$ cat src/hw/rtl/modexp_pkg.sv
// ----------------------------------------------------------------------------
// modexp_pkg
// Widths, register indexes and shared types of the modular exponentiation core.
// ----------------------------------------------------------------------------
package modexp_pkg;

	localparam int MOD_W        = 31;  // modulus and result width
	localparam int EXP_W        = 32;  // exponent register width
	localparam int BASE_W       = 32;  // input base width
	localparam int CFG_IDX_W    = 2;
	localparam int CFG_DATA_W   = 32;
	localparam int EXP_BITS_DEF = 32;

	// Configuration register indexes
	localparam logic [CFG_IDX_W-1:0] CFG_MODULUS  = 2'd0;
	localparam logic [CFG_IDX_W-1:0] CFG_EXPONENT = 2'd1;

	// Request to the multiply-reduce unit: a * b mod n, b <= n
	typedef struct packed {
		logic              start;
		logic [BASE_W-1:0] a;
		logic [MOD_W-1:0]  b;
	} mm_req_t;

	// Response from the multiply-reduce unit
	typedef struct packed {
		logic             done;
		logic [MOD_W-1:0] prod;
	} mm_rsp_t;

endpackage

$ cat src/hw/rtl/modexp_ifs.sv
// ----------------------------------------------------------------------------
// modexp channel interfaces
// Valid/ready channels for the input base and the result.
// ----------------------------------------------------------------------------
interface modexp_base_if import modexp_pkg::*; ();
	logic              valid;
	logic              ready;
	logic [BASE_W-1:0] base_value;

	modport source (output valid, output base_value, input ready);
	modport sink (input valid, input base_value, output ready);
endinterface

interface modexp_result_if import modexp_pkg::*; ();
	logic             valid;
	logic             ready;
	logic [MOD_W-1:0] power_result;

	modport source (output valid, output power_result, input ready);
	modport sink (input valid, input power_result, output ready);
endinterface

$ cat src/hw/rtl/modexp_mm.sv
// ----------------------------------------------------------------------------
// modexp_mm
// Bit-serial interleaved multiply-reduce: a * b mod n, one bit of a per cycle,
// MSB first. Requires b <= n and n != 0; the partial residue stays below n.
// ----------------------------------------------------------------------------
module modexp_mm import modexp_pkg::*; (
	input  logic             clk,
	input  logic             arst_n,
	input  mm_req_t          req,
	input  logic [MOD_W-1:0] modulus,
	output mm_rsp_t          rsp
);

	localparam int CNT_W = $clog2(BASE_W);

	logic              busy_q;
	logic              done_q;
	logic [CNT_W-1:0]  cnt_q;
	logic [BASE_W-1:0] a_q;
	logic [MOD_W-1:0]  b_q;
	logic [MOD_W-1:0]  r_q;

	logic [MOD_W+1:0]  sum;    // 2r + b, below 3n
	logic [MOD_W+2:0]  diff1;  // sum - n
	logic [MOD_W+2:0]  diff2;  // sum - 2n
	logic [MOD_W-1:0]  r_next;

	// One step: double, add b on a set bit, pull back below n
	always_comb begin
		sum   = {1'b0, r_q, 1'b0} + (a_q[BASE_W-1] ? {2'b00, b_q} : '0);
		diff1 = {1'b0, sum} - {3'b000, modulus};
		diff2 = {1'b0, sum} - {2'b00, modulus, 1'b0};
		priority if (!diff2[MOD_W+2]) begin
			r_next = diff2[MOD_W-1:0];
		end else if (!diff1[MOD_W+2]) begin
			r_next = diff1[MOD_W-1:0];
		end else begin
			r_next = sum[MOD_W-1:0];
		end
	end

	// Step control
	always_ff @(posedge clk or negedge arst_n) begin
		if (!arst_n) begin
			busy_q <= 1'b0;
			done_q <= 1'b0;
			cnt_q  <= '0;
		end else begin
			done_q <= 1'b0;
			if (req.start) begin
				busy_q <= 1'b1;
				cnt_q  <= CNT_W'(BASE_W - 1);
			end else if (busy_q) begin
				if (cnt_q == '0) begin
					busy_q <= 1'b0;
					done_q <= 1'b1;
				end else begin
					cnt_q <= cnt_q - 1'b1;
				end
			end
		end
	end

	// Operands and partial residue
	always_ff @(posedge clk) begin
		if (req.start) begin
			a_q <= req.a;
			b_q <= req.b;
			r_q <= '0;
		end else if (busy_q) begin
			a_q <= {a_q[BASE_W-2:0], 1'b0};
			r_q <= r_next;
		end
	end

	assign rsp.done = done_q;
	assign rsp.prod = r_q;

endmodule

$ cat src/hw/rtl/modular_exponentiation.sv
// ----------------------------------------------------------------------------
// modular_exponentiation
// base_value ^ exponent mod modulus by right-to-left square-and-multiply.
// ----------------------------------------------------------------------------
// The block takes one base per transaction and returns one power_result. It
// first reduces the base modulo the modulus, then scans EXP_BITS exponent
// bits from the LSB: a set bit multiplies the accumulator by the running
// square, and every bit squares the square. All products go through one
// shared bit-serial multiply-reduce unit; a zero modulus gives 0 without
// any product. base_ch.ready is high only between items, while a finished
// result may still sit in the output register. A zero exponent gives 1,
// also for a modulus of 1. Write modulus and exponent only while the block
// is idle.
// ----------------------------------------------------------------------------
module modular_exponentiation import modexp_pkg::*; #(
	parameter int EXP_BITS = EXP_BITS_DEF
) (
	input  logic                  clk,
	input  logic                  arst_n,
	input  logic                  cfg_we,
	input  logic [CFG_IDX_W-1:0]  cfg_idx,
	input  logic [CFG_DATA_W-1:0] cfg_wdata,
	modexp_base_if.sink           base_ch,
	modexp_result_if.source       result_ch
);

	localparam int IT_W = $clog2(EXP_BITS + 1);

	typedef enum logic [2:0] {
		S_IDLE,
		S_RED,
		S_BIT,
		S_MUL,
		S_SQR,
		S_DONE
	} state_t;

	state_t            state_q;
	mm_req_t           req_q;
	mm_rsp_t           rsp;
	logic [MOD_W-1:0]  modulus_q;
	logic [EXP_W-1:0]  exponent_q;
	logic [MOD_W-1:0]  acc_q;
	logic [MOD_W-1:0]  sq_q;
	logic [EXP_W-1:0]  e_q;
	logic [IT_W-1:0]   it_q;
	logic              out_valid_q;
	logic [MOD_W-1:0]  result_q;

	// Configuration registers
	always_ff @(posedge clk or negedge arst_n) begin
		if (!arst_n) begin
			modulus_q  <= MOD_W'(1);
			exponent_q <= '0;
		end else if (cfg_we) begin
			unique case (cfg_idx)
				CFG_MODULUS:  modulus_q  <= cfg_wdata[MOD_W-1:0];
				CFG_EXPONENT: exponent_q <= cfg_wdata[EXP_W-1:0];
				default: ;
			endcase
		end
	end

	// Shared multiply-reduce unit
	modexp_mm u_mm (
		.clk     (clk),
		.arst_n  (arst_n),
		.req     (req_q),
		.modulus (modulus_q),
		.rsp     (rsp)
	);

	// Sequencer
	always_ff @(posedge clk or negedge arst_n) begin
		if (!arst_n) begin
			state_q     <= S_IDLE;
			req_q       <= '0;
			out_valid_q <= 1'b0;
			acc_q       <= '0;
			sq_q        <= '0;
			e_q         <= '0;
			it_q        <= '0;
			result_q    <= '0;
		end else begin
			// output register: load a finished result or drain on ready
			if (state_q == S_DONE && (!out_valid_q || result_ch.ready)) begin
				out_valid_q <= 1'b1;
			end else if (result_ch.ready) begin
				out_valid_q <= 1'b0;
			end
			unique case (state_q)
				S_IDLE: begin
					if (base_ch.valid) begin
						if (modulus_q == '0) begin
							req_q.start <= 1'b0;
							acc_q       <= '0;
							state_q     <= S_DONE;
						end else begin
							// base mod n as base * 1
							req_q.start <= 1'b1;
							req_q.a     <= base_ch.base_value;
							req_q.b     <= MOD_W'(1);
							state_q     <= S_RED;
						end
					end else begin
						req_q.start <= 1'b0;
					end
				end
				S_RED: begin
					req_q.start <= 1'b0;
					if (rsp.done) begin
						sq_q    <= rsp.prod;
						acc_q   <= MOD_W'(1);
						e_q     <= exponent_q;
						it_q    <= '0;
						state_q <= S_BIT;
					end
				end
				S_BIT: begin
					priority if (it_q == IT_W'(EXP_BITS)) begin
						req_q.start <= 1'b0;
						state_q     <= S_DONE;
					end else if (e_q[0]) begin
						req_q.start <= 1'b1;
						req_q.a     <= BASE_W'(acc_q);
						req_q.b     <= sq_q;
						state_q     <= S_MUL;
					end else begin
						req_q.start <= 1'b1;
						req_q.a     <= BASE_W'(sq_q);
						req_q.b     <= sq_q;
						state_q     <= S_SQR;
					end
				end
				S_MUL: begin
					if (rsp.done) begin
						acc_q       <= rsp.prod;
						req_q.start <= 1'b1;
						req_q.a     <= BASE_W'(sq_q);
						req_q.b     <= sq_q;
						state_q     <= S_SQR;
					end else begin
						req_q.start <= 1'b0;
					end
				end
				S_SQR: begin
					req_q.start <= 1'b0;
					if (rsp.done) begin
						sq_q    <= rsp.prod;
						e_q     <= {1'b0, e_q[EXP_W-1:1]};
						it_q    <= it_q + 1'b1;
						state_q <= S_BIT;
					end
				end
				S_DONE: begin
					req_q.start <= 1'b0;
					if (!out_valid_q || result_ch.ready) begin
						result_q <= acc_q;
						state_q  <= S_IDLE;
					end
				end
				default: begin
					req_q.start <= 1'b0;
					state_q     <= S_IDLE;
				end
			endcase
		end
	end

	assign base_ch.ready          = (state_q == S_IDLE);
	assign result_ch.valid        = out_valid_q;
	assign result_ch.power_result = result_q;

endmodule

$ cat src/flat_wrapper.sv
// flat-port wrapper written by rule: the top's interface ports become plain ports
module modular_exponentiation_flat import modexp_pkg::*;
#(
	parameter int EXP_BITS = EXP_BITS_DEF
)
  (clk, arst_n, cfg_we, cfg_idx, cfg_wdata, base_ch_valid, base_ch_base_value, base_ch_ready, result_ch_valid, result_ch_power_result, result_ch_ready);
  modexp_base_if base_ch_i ();
  modexp_result_if result_ch_i ();
  input  logic clk;
  input  logic arst_n;
  input  logic cfg_we;
  input  logic [CFG_IDX_W-1:0] cfg_idx;
  input  logic [CFG_DATA_W-1:0] cfg_wdata;
  input wire logic [$bits(base_ch_i.valid)-1:0] base_ch_valid;
  input wire logic [$bits(base_ch_i.base_value)-1:0] base_ch_base_value;
  output wire logic [$bits(base_ch_i.ready)-1:0] base_ch_ready;
  output wire logic [$bits(result_ch_i.valid)-1:0] result_ch_valid;
  output wire logic [$bits(result_ch_i.power_result)-1:0] result_ch_power_result;
  input wire logic [$bits(result_ch_i.ready)-1:0] result_ch_ready;
  assign base_ch_i.valid = base_ch_valid;
  assign base_ch_i.base_value = base_ch_base_value;
  assign base_ch_ready = base_ch_i.ready;
  assign result_ch_valid = result_ch_i.valid;
  assign result_ch_power_result = result_ch_i.power_result;
  assign result_ch_i.ready = result_ch_ready;
  modular_exponentiation #(.EXP_BITS(EXP_BITS)) u_core (.clk(clk), .arst_n(arst_n), .cfg_we(cfg_we), .cfg_idx(cfg_idx), .cfg_wdata(cfg_wdata), .base_ch(base_ch_i), .result_ch(result_ch_i));
endmodule
$ cat config.mk
export PLATFORM = sky130hd
export DESIGN_NAME = modular_exponentiation_flat
export DESIGN_NICKNAME = d
export VERILOG_FILES = /design/src/hw/rtl/modexp_pkg.sv /design/src/hw/rtl/modexp_ifs.sv /design/src/hw/rtl/modexp_mm.sv /design/src/hw/rtl/modular_exponentiation.sv /design/src/flat_wrapper.sv
export SDC_FILE = /design/constraint.sdc
export NUM_CORES = 1
export LEC_CHECK = 0
export BUFFER_PORTS_ARGS = -buffer_cell sky130_fd_sc_hd__buf_2
export CAP_MARGIN = 30
export CELL_PAD_IN_SITES_DETAIL_PLACEMENT = 0
export CELL_PAD_IN_SITES_GLOBAL_PLACEMENT = 1
export CORE_ASPECT_RATIO = 0.6
export CORE_MARGIN = 3
export CORE_UTILIZATION = 49
export DETAILED_ROUTE_END_ITERATION = 6
export PLACE_DENSITY = 0.88
export SLEW_MARGIN = 40
export SYNTH_ARGS = -nofsm -noshare
export SYNTH_HDL_FRONTEND = slang
export SYNTH_SLANG_ARGS = --single-unit
$ cat constraint.sdc
create_clock -name clk -period 6.7 [get_ports clk]
set_clock_uncertainty 0.15 [all_clocks]
set_input_delay 1.34 -clock clk [delete_from_list [all_inputs] [get_ports clk]]
set_output_delay 1.34 -clock clk [all_outputs]
set_load 0.02 [all_outputs]
---- Word-level counts from Yosys, hierarchy flattened ----
Index checks and enable logic that the tools add are counted.
storage, ports and cells
  register bits ........................... 363
  latch bits .............................. 0
  memory bits (writable) .................. 0
  memory bits (read-only) ................. 0
  bits of input ports ..................... 71
  output and inout bits ................... 33
  word-level logic and storage cells ...... 108
  memories ................................ 0
cells by class
  add/subtract/negate cells ............... 5
  multiply operators ...................... 0
  divide/modulo/power cells ............... 0
  $lt $le $gt $ge ......................... 0
  equal/unequal tests ..................... 17
  shift-type cells ........................ 0
  mux-type cells .......................... 46
  bitwise gates (word level) .............. 0
  reduce and logical (&&, ||, !) cells .... 22
operators with widths
  cell                 number
  $mux 63              4
  $mux 31              7
  $pmux 63 s3          1
  $mux 32              4
  $pmux 31 s3          1
  $pmux 32 s2          1
  $mux 62              1
  $sub 33x31->34       1
  $sub 33x32->34       1
  $add 32x33->33       1
  $logic_not 31->1     1
  $mux 3               7
  $mux 5               3
  $pmux 3 s5           1
  $ne 2x2->1 const B   7
  $mux 1               12
  $mux 6               2
  $pmux 6 s2           1
  $reduce_and 2->1     5
  $reduce_and 5->1     2
  $add 6x1->6 const B  1
  $eq 3x2->1 const B   2
  $eq 3x3->1 const B   2
  $eq 6x6->1 const B   1
  16 further kinds     21

---- Longest topological paths before layout ----
  depth in word-level cells ............... 5
  mapped depth ............................ 25

---- Hierarchy ----
A second synthesis with hierarchy kept.
unflattened totals
  cells, all modules ...................... 1933
  area, all modules ....................... 20539.7 um^2
modules (own cells, without submodules)
  module                  times used  cells each  area each (um^2)
  modular_exponentiation  1           927         11538.6
  modexp_mm               1           1006        9001.1

---- Least setup slack after synthesis ----
Ideal clock, no wire load.
  path kind ............................... flip-flop to flip-flop
  start ................................... register u_core.u_mm.a_q[31]
  end ..................................... register u_core.u_mm.r_q[5]
  library setup time ...................... 0.117 ns
  arrival ................................. 5.069 ns
  setup slack ............................. 1.364 ns
  stages on the path, launching flop included .. 25
  period minus slack after synthesis ...... 5.336 ns
  cells stage by stage .................... edfxtp_1 -> clkbuf_1 -> and2_1 -> ha_1 -> inv_1 -> fa_1 -> nor2b_1 -> o31a_1 -> o41ai_2 -> o31ai_1 -> a21bo_2 -> a21oi_1 -> o41ai_1 -> xor2_1 -> ha_1 -> and3_1 -> a21oi_1 -> nand4b_1 -> a311oi_1 -> mux2i_1 -> a31oi_4 -> buf_6 -> mux2i_1 -> a21oi_1 -> a22o_1
on the way
  longest elaborated chain between the ends .. 5
  elaborated cells between the ends (all ways) .. 6
  classes of those cells .................. add/sub: 3; mux: 3
RTL lines
  item                    line             RTL
  start, declared         modexp_mm.sv:19  logic [BASE_W-1:0] a_q;
  start signal, assigned  modexp_mm.sv:67  a_q <= req.a;
  start signal, assigned  modexp_mm.sv:71  a_q <= {a_q[BASE_W-2:0], 1'b0};
  $mux 31 (*)             modexp_mm.sv:30  sum = {1'b0, r_q, 1'b0} + (a_q[BASE_W-1] ? {2'b00, b_q} : '0);
  $add 32x33->33 (*)      modexp_mm.sv:30
  $sub 33x31->34          modexp_mm.sv:31  diff1 = {1'b0, sum} - {3'b000, modulus};
  $mux 31                 modexp_mm.sv:35  end else if (!diff1[MOD_W+2]) begin
  $mux 31 (*)             modexp_mm.sv:33  priority if (!diff2[MOD_W+2]) begin
  end signal, assigned    modexp_mm.sv:72  r_q <= r_next;
  end, declared           modexp_mm.sv:21  logic [MOD_W-1:0] r_q;
Mark *: on every way between the ends. The rest lies on a longest branch, timed or not.
A chain may end at the register's enable or synchronous reset.

---- Final worst setup path ----
  start ................................... register u_core.u_mm.a_q[31]
  end ..................................... register u_core.u_mm.r_q[1]
Same word-level chain as after synthesis.

==> run metrics <==
first-pass GRT wire length=80600 um; leading post-synthesis cells by cell area=dfrtp_1 (33%), edfxtp_1 (9.4%), nand2_1 (7.0%); Slew headroom=45.9%; CP required=6.94 ns; Yosys cell types=84; #FFs+latches synth=363; Clock Latency Late Sink=0.53 ns; Max stage delay cell, worst path=edfxtp_1; Fin. Hold Viols=0; GRT Resource Usage Total=22.8%; measured slew at the worst slew-check pin=0.805 ns; pin count of the biggest net entering global routing=157; worst path buffer plus inverter count=2; met3 wire len=2390 um; ys flop type=dfrtp_1; Total Wirelength=49500 um; IO Count=104; placed cells=2640; Syn Nets=2274; TritonCTS clock tree=done; Leakage=0.00988 uW; cells along the critical path=buf_4 -> and2_1 -> ha_1 -> a211oi_1 -> o21ai_0 -> a21oi_1 -> nand3_1 -> a21boi_2 -> o21a_1 -> o21ai_0 -> xor2_1 -> ha_1 -> o21a_1 -> nor2_1 -> or3_1 -> nand4b_1 -> a311oi_1 -> mux2i_1 -> a31oi_4 -> buf_12 -> mux2_2 -> o211ai_1 -> o31ai_1; Starting Density=50.5%; met1 wire length=24500 um; per-cell routed wire length=18.3 um; Die X=267 um; met2 wire len=21800 um; setup TNS=0 ns; HPWL after DPL=36000 um; Worst-path clk slew=0.06 ns; detailed-route via count=15400; Fmax=0.159 GHz; maximum VDD drop=0.000319 V; Setup CP Type=reg2reg; DRC viols=0; RSZ-0062 raised after global routing=false; vias per cell=5.68; Synth top area share=33.4%; share of cells above drive strength 1=14.7%; min cycle time layout=6.30 ns; crit share post-route=94.0%; Synth area leader=dfrtp_1; setup bufs post-CTS=0; Top Layer Used=met4; final slew viol count=0; CTS Buf Count=37; vias in the first global route=15200; post-route ant nets=0; drt first pass iters=5; WHS=0.297 ns; Setup violations, final=0; leading cell type in the layout, fill and taps excluded=nand2_1; Largest stage delay, worst path=0.42 ns; Post-layout nets=2328; Netlist Area Pre-Place=0.0201 mm^2; status=finished clean; Die Footprint=0.0435 mm^2; total gr overflow=0; Clock Path Buffers=3; HP Class=reg2reg; sequential fraction of the synthesis area=46.0%; Die Ht=163 um; initial antenna violation count=0; Synth warnings=0; ant diodes=0; commonest non-fill, non-tap cells in the layout=nand2_1 (373), dfrtp_1 (267), o21ai_0 (218); clock sinks=363; Initial DRC Count=1234; Max-Cap Viols=0; Core Area=0.0397 mm^2; worst-path maximum fanout=32; routability cong.=0.919; root buffer cell=clkbuf_16; Syn Inst Count=2104; CP arrival=6.53 ns; Async S/R FF share, synth=74.1%; Final Instance Count excl. Fillers=2708; CP startpoint kind=flop; IO buf count=103; P per Cell Area=614 mW/mm^2; htree depth=2; crit-path leading delay family=compound AO/OA/AOI/OAI gates; Cell Rows=56; Post-synth EDFFs=63; crit end category=flop; synthesized area per cell=9.54 um^2; area grow syn2layout=11.3%
[stage by stage]
stage / cell area [um^2] / utilization [%] / worst slack (ns) / power [uW]
finish: 22400 / 56.3 / 0.404 / 13700
CTS: 22300 / 56.2 / 0.344 / 13700
floorplan: 20100 / - / 1.36 / 9530
global placement: 21000 / 52.9 / 0.568 / 11400
detailed placement: 21100 / 53.1 / 0.436 / 11500
global route: 22400 / 56.3 / 0.0330 / 14800
[sequential cells by signal, indices dropped and copies added (netlist names)]
name                           count
u_core.exponent_q                 32
u_core.sq_q                       31
u_core.u_mm.done_q                 1
u_core.req_q                      64
u_core.result_ch.valid             1
u_core.u_mm.b_q                   31
u_core.u_mm.a_q                   32
u_core.result_ch.power_result     31
u_core.acc_q                      31
u_core.u_mm.cnt_q                  5
u_core.u_mm.busy_q                 1
u_core.state_q                     3
u_core.it_q                        6
u_core.e_q                        32
u_core.u_mm.r_q                   31
u_core.modulus_q                  31
[what timing repair did]
action	CTS	global route
resized for setup	0	3
hold buffers	0	0
hold endpoints to repair	0	0
endpoints found under the setup margin	0	14
[final cells by class]
type / instances / area (um^2)
clock buffer: 50 / 1060
clock inverter: 17 / 173
timing repair buffer: 127 / 803
tap: 522 / 653
sequential: 363 / 9250
fill: 3483 / 17400
inverter: 65 / 244
multi-input combinational: 1564 / 10200
[synthesized netlist by cell type, types with 11 or more instances]
cell	count
o21bai_1	11
nor3_1	22
nor2_1	122
a31oi_1	11
o21a_1	20
a21o_1	37
nand3_1	27
nand2_1	373
ha_1	96
nor4_1	11
inv_1	65
a211oi_1	16
dfxtp_1	31
mux2i_1	71
clkbuf_1	86
and2_1	37
mux2_2	99
nand4_1	16
xor2_1	36
a21oi_1	116
xnor2_1	52
buf_1	14
dfrtp_1	268
nand2b_1	20
o21ai_0	218
edfxtp_1	63
o211ai_1	13
nor2b_1	16
[cells by family (layout without fill, tap and decap cells)]
| group | count (synthesis) | in the layout | synth area share (%) |
|---|---|---|---|
| adder cells (fa/ha/maj) | 99 | 99 | 6.28 |
| AO/OA/AOI/OAI | 527 | 527 | 16.2 |
| buffers and inverters | 177 | 259 | 3.53 |
| XOR/XNOR | 88 | 88 | 3.84 |
| multiplexers | 172 | 172 | 9.22 |
| AND/OR/NAND/NOR | 678 | 678 | 14.9 |
| flip-flops | 363 | 363 | 46.0 |
[worst register-to-register path, cell delays in order (launching register included)]
cell and delay (ns):
edfxtp_1 0.42, buf_4 0.24, and2_1 0.17, ha_1 0.34
a211oi_1 0.39, o21ai_0 0.17, a21oi_1 0.20, nand3_1 0.31
a21boi_2 0.30, o21a_1 0.24, o21ai_0 0.15, xor2_1 0.31
ha_1 0.34, o21a_1 0.22, nor2_1 0.18, or3_1 0.18
nand4b_1 0.11, a311oi_1 0.28, mux2i_1 0.19, a31oi_4 0.37
buf_12 0.24, mux2_2 0.39, o211ai_1 0.17, o31ai_1 0.09
[final timing paths]
check	cells past startpoint	startpoint	slack [ns]	endpoint
setup / recovery	23	u_core.u_mm.a_q[31]	0.40	u_core.u_mm.r_q[1]
hold / removal	0	u_core.req_q[19]	0.30	u_core.u_mm.b_q[19]
setup reg to reg	23	u_core.u_mm.a_q[31]	0.40	u_core.u_mm.r_q[1]
hold reg to reg	0	u_core.req_q[19]	0.30	u_core.u_mm.b_q[19]
max in group asynchronous	4	arst_n	4.32	u_core.req_q[26]
min in group asynchronous	1	arst_n	0.55	u_core.exponent_q[31]
[metal layers]
metal | global-route usage, % | up-vias
li1 | - | 7490
met1 | 34.3 | 7520
met2 | 35.0 | 310
met3 | 3.67 | 56
met4 | 4.36 | 0
met5 | 0 | -
[report_power, final]
part           leakage, uW  switching [uW]  internal, uW
Combinational      0.00488            4820          3470
Clock             0.000604             882          1230
Sequential         0.00440             426          2890
Note: power is estimated with default switching activity, not from simulation.
